<file path="src/design/card_id_match_table_unit_macros.svh">
// Assertion shorthands used by card_id_match_table_unit.
`ifndef CARD_ID_MATCH_TABLE_UNIT_MACROS_SVH
`define CARD_ID_MATCH_TABLE_UNIT_MACROS_SVH

// Same-cycle implication, checked out of reset.
`define CIMT_ASSERT_NOW(lbl, ante, cons, msg) \
  lbl: assert property (@(posedge clk) disable iff (!rst_n) (ante) |-> (cons)) \
    else $error(msg);

// Next-cycle implication, checked out of reset.
`define CIMT_ASSERT_NEXT(lbl, ante, cons, msg) \
  lbl: assert property (@(posedge clk) disable iff (!rst_n) (ante) |=> (cons)) \
    else $error(msg);

`endif

</file>
<file path="src/design/cimt_pkg.sv">
package cimt_pkg;

  localparam int TABLE_SLOTS = 32;
  localparam int SLOT_W      = (TABLE_SLOTS > 1) ? $clog2(TABLE_SLOTS) : 1;
  localparam int CNT_W       = SLOT_W + 1;
  localparam int USER_W      = 8;
  localparam int ID_W        = 32;
  localparam int OP_W        = 3;

  typedef enum logic [OP_W-1:0] {
    OP_LOOKUP     = 3'd0,
    OP_SAVE       = 3'd1,
    OP_DELETE_ONE = 3'd2,
    OP_DELETE_ALL = 3'd3,
    OP_QUERY      = 3'd4
  } op_t;

endpackage

</file>
<file path="src/design/cimt_ram.sv">
module cimt_ram #(
  parameter int WIDTH = 32,
  parameter int DEPTH = 32
) (
  input  logic                                       clk,
  input  logic                                       we,
  input  logic [((DEPTH > 1) ? $clog2(DEPTH) : 1)-1:0] waddr,
  input  logic [WIDTH-1:0]                           wdata,
  input  logic [((DEPTH > 1) ? $clog2(DEPTH) : 1)-1:0] raddr,
  output logic [WIDTH-1:0]                           rdata
);

  localparam int ADDR_W = (DEPTH > 1) ? $clog2(DEPTH) : 1;

  logic [WIDTH-1:0] mem [DEPTH];
  logic [WIDTH-1:0] rdata_r;
  logic [ADDR_W-1:0] raddr_chk;

  assign raddr_chk = raddr;

  always_ff @(posedge clk) begin
    if (we) begin
      mem[waddr] <= wdata;
    end
    rdata_r <= mem[raddr_chk];
  end

  assign rdata = rdata_r;

endmodule

</file>
<file path="src/design/card_id_match_table_unit.sv">
// Channel | Direction | Handshake         | Payload
// in_     | input     | in_valid/in_stall | in_operation, in_card_id, in_user_number
// out_    | output    | out_valid/out_stall | out_found_user, out_free_user,
//         |           |                   | out_is_registered, out_bad_number
// An item's result word comes from the single scan over the identifier RAM, one slot
// read per cycle.
// The next word is taken in the cycle after the result is loaded.
// Reset clears all valid marks at once; identifiers are not cleared.
// A stalled result holds the block in its final state until it can be loaded.
`include "card_id_match_table_unit_macros.svh"

module card_id_match_table_unit (
  input  logic                         clk,
  input  logic                         rst_n,
  input  logic                         in_valid,
  output logic                         in_stall,
  input  logic [cimt_pkg::OP_W-1:0]    in_operation,
  input  logic [cimt_pkg::ID_W-1:0]    in_card_id,
  input  logic [cimt_pkg::USER_W-1:0]  in_user_number,
  output logic                         out_valid,
  input  logic                         out_stall,
  output logic [cimt_pkg::USER_W-1:0]  out_found_user,
  output logic [cimt_pkg::USER_W-1:0]  out_free_user,
  output logic                         out_is_registered,
  output logic                         out_bad_number
);

  import cimt_pkg::*;

  typedef enum logic [2:0] {
    ST_IDLE   = 3'b001,
    ST_SCAN   = 3'b010,
    ST_FINISH = 3'b100
  } state_t;

  state_t state_r, state_nxt;

  logic [TABLE_SLOTS-1:0] valid_r, valid_nxt;
  logic [CNT_W-1:0]       iss_r, iss_nxt;
  logic                   cmp_vld_r, cmp_vld_nxt;
  logic [SLOT_W-1:0]      cmp_slot_r, cmp_slot_nxt;
  logic [ID_W-1:0]        id_r, id_nxt;
  logic                   lookup_r, lookup_nxt;
  logic                   reg_r, reg_nxt;
  logic                   bad_r, bad_nxt;
  logic [USER_W-1:0]      found_r, found_nxt;
  logic [USER_W-1:0]      free_r, free_nxt;

  logic                   out_valid_r, out_valid_nxt;
  logic [USER_W-1:0]      out_found_r, out_found_nxt;
  logic [USER_W-1:0]      out_free_r, out_free_nxt;
  logic                   out_reg_r, out_reg_nxt;
  logic                   out_bad_r, out_bad_nxt;

  logic                   in_fire;
  logic                   good;
  logic [USER_W-1:0]      num_m1;
  logic [SLOT_W-1:0]      in_slot;
  logic                   issuing;
  logic                   load_out;
  logic                   ram_we;
  logic [ID_W-1:0]        ram_rdata;
  logic [USER_W-1:0]      cmp_user;

  assign in_stall = (state_r != ST_IDLE);
  assign in_fire  = in_valid && !in_stall;

  assign good    = (in_user_number != '0) && (in_user_number <= USER_W'(TABLE_SLOTS));
  assign num_m1  = in_user_number - USER_W'(1);
  assign in_slot = num_m1[SLOT_W-1:0];

  assign issuing  = (iss_r < CNT_W'(TABLE_SLOTS));
  assign load_out = (state_r == ST_FINISH) && (!out_valid_r || !out_stall);
  assign ram_we   = in_fire && (in_operation == OP_SAVE) && good;
  assign cmp_user = USER_W'(cmp_slot_r) + USER_W'(1);

  cimt_ram #(
    .WIDTH(ID_W),
    .DEPTH(TABLE_SLOTS)
  ) u_id_ram (
    .clk  (clk),
    .we   (ram_we),
    .waddr(in_slot),
    .wdata(in_card_id),
    .raddr(iss_r[SLOT_W-1:0]),
    .rdata(ram_rdata)
  );

  always_comb begin
    state_nxt    = state_r;
    valid_nxt    = valid_r;
    iss_nxt      = iss_r;
    cmp_vld_nxt  = 1'b0;
    cmp_slot_nxt = cmp_slot_r;
    id_nxt       = id_r;
    lookup_nxt   = lookup_r;
    reg_nxt      = reg_r;
    bad_nxt      = bad_r;
    found_nxt    = found_r;
    free_nxt     = free_r;

    unique case (state_r)
      ST_IDLE: begin
        if (in_fire) begin
          id_nxt     = in_card_id;
          lookup_nxt = (in_operation == OP_LOOKUP);
          reg_nxt    = 1'b0;
          bad_nxt    = 1'b0;
          found_nxt  = '0;
          free_nxt   = '0;
          iss_nxt    = '0;
          unique case (in_operation)
            OP_SAVE: begin
              if (good) begin
                valid_nxt[in_slot] = 1'b1;
              end else begin
                bad_nxt = 1'b1;
              end
            end
            OP_DELETE_ONE: begin
              if (good) begin
                valid_nxt[in_slot] = 1'b0;
              end else begin
                bad_nxt = 1'b1;
              end
            end
            OP_DELETE_ALL: begin
              valid_nxt = '0;
            end
            OP_QUERY: begin
              if (good) begin
                reg_nxt = valid_r[in_slot];
              end else begin
                bad_nxt = 1'b1;
              end
            end
            default: begin
            end
          endcase
          state_nxt = ST_SCAN;
        end
      end
      ST_SCAN: begin
        // Read address runs one slot ahead of the compare.
        if (issuing) begin
          iss_nxt      = iss_r + CNT_W'(1);
          cmp_vld_nxt  = 1'b1;
          cmp_slot_nxt = iss_r[SLOT_W-1:0];
        end else begin
          state_nxt = ST_FINISH;
        end
        if (cmp_vld_r) begin
          if (!valid_r[cmp_slot_r] && (free_r == '0)) begin
            free_nxt = cmp_user;
          end
          if (lookup_r && valid_r[cmp_slot_r] && (ram_rdata == id_r) && (found_r == '0)) begin
            found_nxt = cmp_user;
          end
        end
      end
      ST_FINISH: begin
        if (load_out) begin
          state_nxt = ST_IDLE;
        end
      end
      default: begin
        state_nxt = ST_IDLE;
      end
    endcase
  end

  always_comb begin
    out_valid_nxt = out_valid_r;
    out_found_nxt = out_found_r;
    out_free_nxt  = out_free_r;
    out_reg_nxt   = out_reg_r;
    out_bad_nxt   = out_bad_r;
    if (load_out) begin
      out_valid_nxt = 1'b1;
      out_found_nxt = found_r;
      out_free_nxt  = free_r;
      out_reg_nxt   = reg_r;
      out_bad_nxt   = bad_r;
    end else if (out_valid_r && !out_stall) begin
      out_valid_nxt = 1'b0;
    end
  end

  always_ff @(posedge clk) begin
    if (!rst_n) begin
      state_r     <= ST_IDLE;
      valid_r     <= '0;
      cmp_vld_r   <= 1'b0;
      out_valid_r <= 1'b0;
    end else begin
      state_r     <= state_nxt;
      valid_r     <= valid_nxt;
      cmp_vld_r   <= cmp_vld_nxt;
      out_valid_r <= out_valid_nxt;
    end
  end

  always_ff @(posedge clk) begin
    iss_r       <= iss_nxt;
    cmp_slot_r  <= cmp_slot_nxt;
    id_r        <= id_nxt;
    lookup_r    <= lookup_nxt;
    reg_r       <= reg_nxt;
    bad_r       <= bad_nxt;
    found_r     <= found_nxt;
    free_r      <= free_nxt;
    out_found_r <= out_found_nxt;
    out_free_r  <= out_free_nxt;
    out_reg_r   <= out_reg_nxt;
    out_bad_r   <= out_bad_nxt;
  end

  assign out_valid         = out_valid_r;
  assign out_found_user    = out_found_r;
  assign out_free_user     = out_free_r;
  assign out_is_registered = out_reg_r;
  assign out_bad_number    = out_bad_r;

  `CIMT_ASSERT_NEXT(a_delete_all_clears, in_fire && (in_operation == OP_DELETE_ALL), valid_r == '0, "delete all left a valid mark")
  `CIMT_ASSERT_NOW(a_found_only_on_lookup, out_valid_r && (out_found_r != '0), !out_reg_r && !out_bad_r, "match reported with query or bad-number flags")
  `CIMT_ASSERT_NOW(a_users_in_range, out_valid_r, (out_found_r <= USER_W'(TABLE_SLOTS)) && (out_free_r <= USER_W'(TABLE_SLOTS)), "reported user number beyond the table")
  `CIMT_ASSERT_NEXT(a_finish_loads_word, load_out, out_valid_r && (state_r == ST_IDLE), "finished scan did not present a word")
  `CIMT_ASSERT_NOW(a_scan_bounded, state_r == ST_SCAN, iss_r <= CNT_W'(TABLE_SLOTS), "scan counter ran past the table")

endmodule

</file>
<file path="config.mk">
export PLATFORM = sky130hd
export DESIGN_NAME = card_id_match_table_unit
export DESIGN_NICKNAME = d
export VERILOG_FILES = /design/src/design/cimt_pkg.sv /design/src/design/cimt_ram.sv /design/src/design/card_id_match_table_unit.sv
export VERILOG_INCLUDE_DIRS = /design/src /design/src/design
export SDC_FILE = /design/constraint.sdc
export NUM_CORES = 1
export LEC_CHECK = 0
export ABC_AREA = 0
export ABC_CLOCK_PERIOD_IN_PS = 11400
export BUFFER_PORTS_ARGS = -buffer_cell sky130_fd_sc_hd__buf_2
export CORE_ASPECT_RATIO = 1.2
export CORE_MARGIN = 1
export CORE_UTILIZATION = 30
export CTS_CLUSTER_DIAMETER = 50
export CTS_CLUSTER_SIZE = 24
export DETAILED_ROUTE_END_ITERATION = 16
export GPL_TIMING_DRIVEN = 0
export PLACE_DENSITY = 0.55
export SLEW_MARGIN = 20
export SYNTH_ARGS = -nofsm -noshare
export SYNTH_HDL_FRONTEND = slang
export SYNTH_HIERARCHICAL = 1
export SYNTH_SLANG_ARGS = --single-unit
</file>
<file path="constraint.sdc">
create_clock -name clk -period 11.4 [get_ports clk]
set_input_delay 1.71 -clock clk [delete_from_list [all_inputs] [get_ports clk]]
set_output_delay 1.71 -clock clk [all_outputs]
set_load 0.01 [all_outputs]
</file>
# Word-level counts from Yosys, hierarchy flattened
# Memories as Yosys holds them, arrays and structs flattened. A register that Yosys moved wholly into a read port is not among the register bits.
# Cells that the tools add are included.
[classes] n_mux=29 n_bitwise=3 n_reduce_logical=33 n_shift=0 n_eq_ne=18 n_div=0 multipliers=0 magnitude_cmp=5 add_sub_neg=3
[ops] cell="$pmux 32 s3" n=1
[ops] cell="$mux 32" n=2
[ops] cell="$mux 8" n=5
[ops] cell="$and 32x32->32" n=1
[ops] cell="$eq 32x32->1" n=1
[ops] cell="$not 32->32" n=1
[ops] cell="$or 32x32->32" n=1
[ops] cell="$pmux 8 s2" n=2
[ops] cell="$ne 2x2->1 const B" n=9
[ops] cell="$logic_not 8->1" n=2
[ops] cell="$lt 5x6->1 const B" n=2
[ops] cell="$mux 6" n=2
[ops] cell="$pmux 6 s2" n=1
[ops] cell="$logic_and 1x1->1" n=11
[ops] cell="$bmux 1 s5" n=2
[ops] cell="$eq 3x2->1 const B" n=3
[ops] cell="$mux 1" n=9
[ops] cell="$mux 3" n=3
[ops] cell="$pmux 3 s3" n=1
[ops] cell="$le 8x6->1 const B" n=1
[ops] cell="$reduce_and 2->1" n=4
[ops] cell="$reduce_and 4->1" n=2
[ops] cell="$reduce_bool 8->1" n=1
[ops] cell="$add 5x1->6 const B" n=1
[ops] cell="16 further kinds" n=23
[totals] mem_bits_rw=1024 n_memories=1 wordCells=108 latchBits=0 mem_bits_ro=0 regBits=117
[memory_table] memory="u_id_ram.mem" depth=32 width=32 rd=1 rd_ports_with_merged_regs=1 write_ports=1 line_no="cimt_ram.sv:15" rtl="logic [WIDTH-1:0] mem [DEPTH];"

# Logic depth before layout (Yosys ltp)
[logic_depth] depth_word=9 depth_mapped=10

# By module
# Netlist, hierarchy kept.
[by_module_without_submodules] mod="cimt_ram" instances=1 area_each_um2=40492.6 cells_each=2260
[by_module_without_submodules] mod="card_id_match_table_unit" instances=1 area_each_um2=5610.4 cells_each=474

# Worst setup path after synthesis
# Ideal clock, no wire load.
[synth_timing] path_kind="in2reg" startpoint="input in_user_number[0] in the netlist's numbering" endpoint="memory u_id_ram.mem[28][0] (enable)" t_required_ns=10.979 path_slack_ns=5.702 path_buffers=2 arrival_ns=5.277 cell_stages=10 path_cell_list="buf_4 -> inv_1 -> ha_1 -> nor4b_4 -> xor2_2 -> nor3_4 -> and4b_1 -> or3b_2 -> clkbuf_1 -> nor2_1"
[synth_rtl] item="start, declared" line_no="card_id_match_table_unit.sv:19" rtl="input logic [cimt_pkg::USER_W-1:0] in_user_number,"
[synth_rtl] item="$sub 5x1->5" line_no="card_id_match_table_unit.sv:69" rtl="assign num_m1 = in_user_number - USER_W'(1);"
[synth_rtl] item="named net num_m1[0]" line_no="card_id_match_table_unit.sv:57" rtl="logic [USER_W-1:0] num_m1;"
[synth_rtl] item="end, declared" line_no="cimt_ram.sv:15"
# The timed path passes the listed nets, and every way through them passes these cells.

# Worst setup path after layout
[layout_timing] startpoint="input in_user_number[0] in the netlist's numbering" endpoint="memory u_id_ram.mem[12][24] (enable)"
# The elaborated chain is that of the path after synthesis.

==> metrics.yaml <==
status:
  status: "completed"
synthesis:
  synth-edff-count: 1096
  synth-main-ff-cell: "edfxtp_1"
  synthMostInstantiatedCell: "edfxtp_1"
  synth_top_cell_by_area: "edfxtp_1"
  syn_area_mm2: 0.0461
  avgSynthCellArea_um2: 16.9
  yosys-top-cells-area: "edfxtp_1 71%, mux2i_1 11%, dfxtp_1 3.0%, a22oi_1 1.6%, a21oi_1 1.4%"
  synthArstFlopShare: 0
  synth_common_cells: "1096 x edfxtp_1, 527 x mux2i_1, 132 x a21oi_1"
  yosysSeqAreaShare: 0.744
  yosysWarnings: 6
  ys_ff_latch: 1165
  synth_top_cell_area_share: 0.714
  netlist_instances: 2734
  ys_types: 63
critical_path:
  rrSetupSlack_ns: 7.45
  arrival_ns: 5.78
  crit_required_ns: 11.80
  path_max_fanout: 17
  crit_type: "in -> reg"
  crit_path_start_kind: "input pin"
  reg2reg_from: "state_r[1]"
  reg2reg_depth: 9
  timing.rr.end: "u_id_ram/mem[12][24]"
  end_kind: "flip-flop"
clock_network:
  insertion_delay_ns: 0.74
  clock_sinks: 1165
  post_cts_buffers: 0
  ctsResizeCount: 0
  clk_pin_slew_ns: 0.08
  numCtsBuffers: 91
  clock_path_buffers: 3
  cts-root-buf: "clkbuf_16"
  hold_buffers: 0
  htree_levels: 3
  tritoncts: "yes"
sta:
  setup_violations: 0
  fmax_mhz: 186
  slew_headroom: 0.224
  fin_crit_sh: 0.471
  hold_violations: 0
  fin_worst_skew_ns: 0.0466
  tightest_slew_ns: 1.16
  rsz0062_at_grt: "no"
  fin_crit_ns: 5.37
  setup_tns_ns: 0
  slew_violations: 0
power:
  power_w: 0.00874
  powerDensity_mw_per_mm2: 164
  vdd.ir_drop.worst_mv: 0.121
  p_leak_nw: 17.7
floorplanning:
  core-area_mm2: 0.153
  die_y_um: 431
  num_rows: 157
  initial_core_util: 0.302
  die_w_um: 360
  die_area_mm2: 0.155
  io_pins: 67
final_layout:
  final_nets: 2983
  antenna_cells: 0
  drive_above_1_share: 0.147
  syn2layout_area_growth_pct: 15.9
global_routing:
  antenna_found_initial: 6
  grt_overflow: 0
  grt_pass1_vias: 24800
  track_usage: 0.156
  grt_max_degree: 34
  grt_pass1_wl_mm: 176
placed_design:
  io_buffers: 57
  dpl.hpwl_mm: 82.8
  place_congestion: 0.825
drt:
  route.detailed.wl_per_inst_um: 24.6
  wl_mm: 123
  drt_iter0_markers: 1998
  drc_errors: 0
  drt-pass1-iter-count: 5
  ant_nets: 0
  vias: 24900
  vias_per_cell: 4.98
min_path:
  holdPathEnd: "out_bad_number"
  min_path_type: "reg -> reg"
  hp-start: "bad_r"
  min_path_cells: 0
flow_run:
  maxCapViolCount: 0
layer usage:
layer	share of wire	up-vias	routed length (µm)	global-route usage
met2	0.52	623	64100	0.282
met1	0.41	13000	50400	0.192
li1	-	11200	-	-
met4	0.023	6	2880	0.0452
met3	0.045	142	5510	0.0213
met5	0.00029	-	36	0
kinds of logic (layout without fill, tap and decap cells):
kind of cell	count (synthesis)	in the layout	share of synthesized area
flip-flops	1165	1165	0.744
AO/OA/AOI/OAI	396	396	0.0625
adder cells (fa/ha/maj)	7	7	0.00190
XOR/XNOR	44	44	0.00868
buffers and inverters	168	437	0.0210
other	1	4	0.0000813
AND/OR/NAND/NOR	416	416	0.0432
multiplexers	537	537	0.119
state kept, by name (all words and copies together), names as in the netlist:
name               count
id_r                  32
cmp_vld_r              1
iss_r                  6
lookup_r               1
out_is_registered      1
out_found_user         6
out_bad_number         1
bad_r                  1
out_valid              1
out_free_user          6
reg_r                  1
free_r                 6
u_id_ram/rdata        32
found_r                6
u_id_ram/mem        1024
valid_r               32
state_r                3
cmp_slot_r             5
layout by cell type, fill, tap and decap left out, drive strengths merged, types with 9 or more instances in the layout:
cell type | synthesis | routed
and3 | 9 | 9
a22oi | 97 | 97
clkbuf | 56 | 153
buf | 105 | 204
nand3 | 106 | 106
a21oi | 132 | 132
xnor2 | 10 | 10
a31oi | 37 | 37
inv | 7 | 37
edfxtp | 1096 | 1096
nor2 | 91 | 91
mux2i | 527 | 527
nand2 | 112 | 112
dfxtp | 69 | 69
nor2b | 9 | 9
xor2 | 34 | 34
clkinv | 0 | 30
nor3 | 40 | 40
o221a | 32 | 32
a22o | 67 | 67
power by group:
part	internal [W]	leakage, nW	switching (W)	total, W
Combinational	0.000186	5.70	0.000408	0.000594
Sequential	0.00471	10.5	0.0000197	0.00473
Clock	0.00171	1.56	0.00171	0.00342
Total	0.00660	17.7	0.00214	0.00874
critical path: stages:
cell and delay (ns):
buf_2 0.12, buf_4 0.20, inv_1 0.24, ha_1 0.22, nor4b_4 0.24, xor2_2 0.12, nor3_4 0.48, and4b_1 0.43
or3b_2 0.47, clkbuf_1 0.44, nor2_4 0.82, buf_16 0.25
worst max path at each step:
stage | startpoint | endpoint | slack [ns] | depth (start not counted)
after floorplan | in_user_number[0] | u_id_ram/mem[28][0] | 5.70 | 10
after global placement | in_user_number[0] | u_id_ram/mem[24][20] | 2.95 | 11
after detailed placement | in_user_number[0] | u_id_ram/mem[12][17] | 5.27 | 12
after CTS | in_user_number[0] | u_id_ram/mem[12][24] | 6.03 | 12
after global routing | in_user_number[0] | u_id_ram/mem[12][24] | 5.81 | 12
final | in_user_number[0] | u_id_ram/mem[12][24] | 6.03 | 12
through the flow:
stage                     worst slack, ns  hold WS [ns]  cell area [µm²]  utilization  cells
after global placement               2.95         0.407            48900        0.320   4781
after global routing                 5.81         0.419            53400        0.350   4993
after CTS                            6.03         0.402            53400        0.350   4993
after detailed placement             5.27         0.410            50200        0.329   4823
after floorplan                      5.70         0.400            46100            -   2737
final                                6.03         0.406            53400        0.350   4993
final cells by class:
| cell class | instances | area [µm²] |
|---|---|---|
| plain buffers | 161 | 942 |
| clock buffers | 97 | 2320 |
| inverters | 7 | 26.3 |
| fillers | 14200 | 99200 |
| clock inverters | 73 | 945 |
| multi-input cells | 1404 | 11100 |
| flip-flops and latches | 1165 | 34300 |
| well taps | 1987 | 2490 |
| repair buffers | 99 | 1310 |
Note: power is estimated with default switching activity, not from simulation.
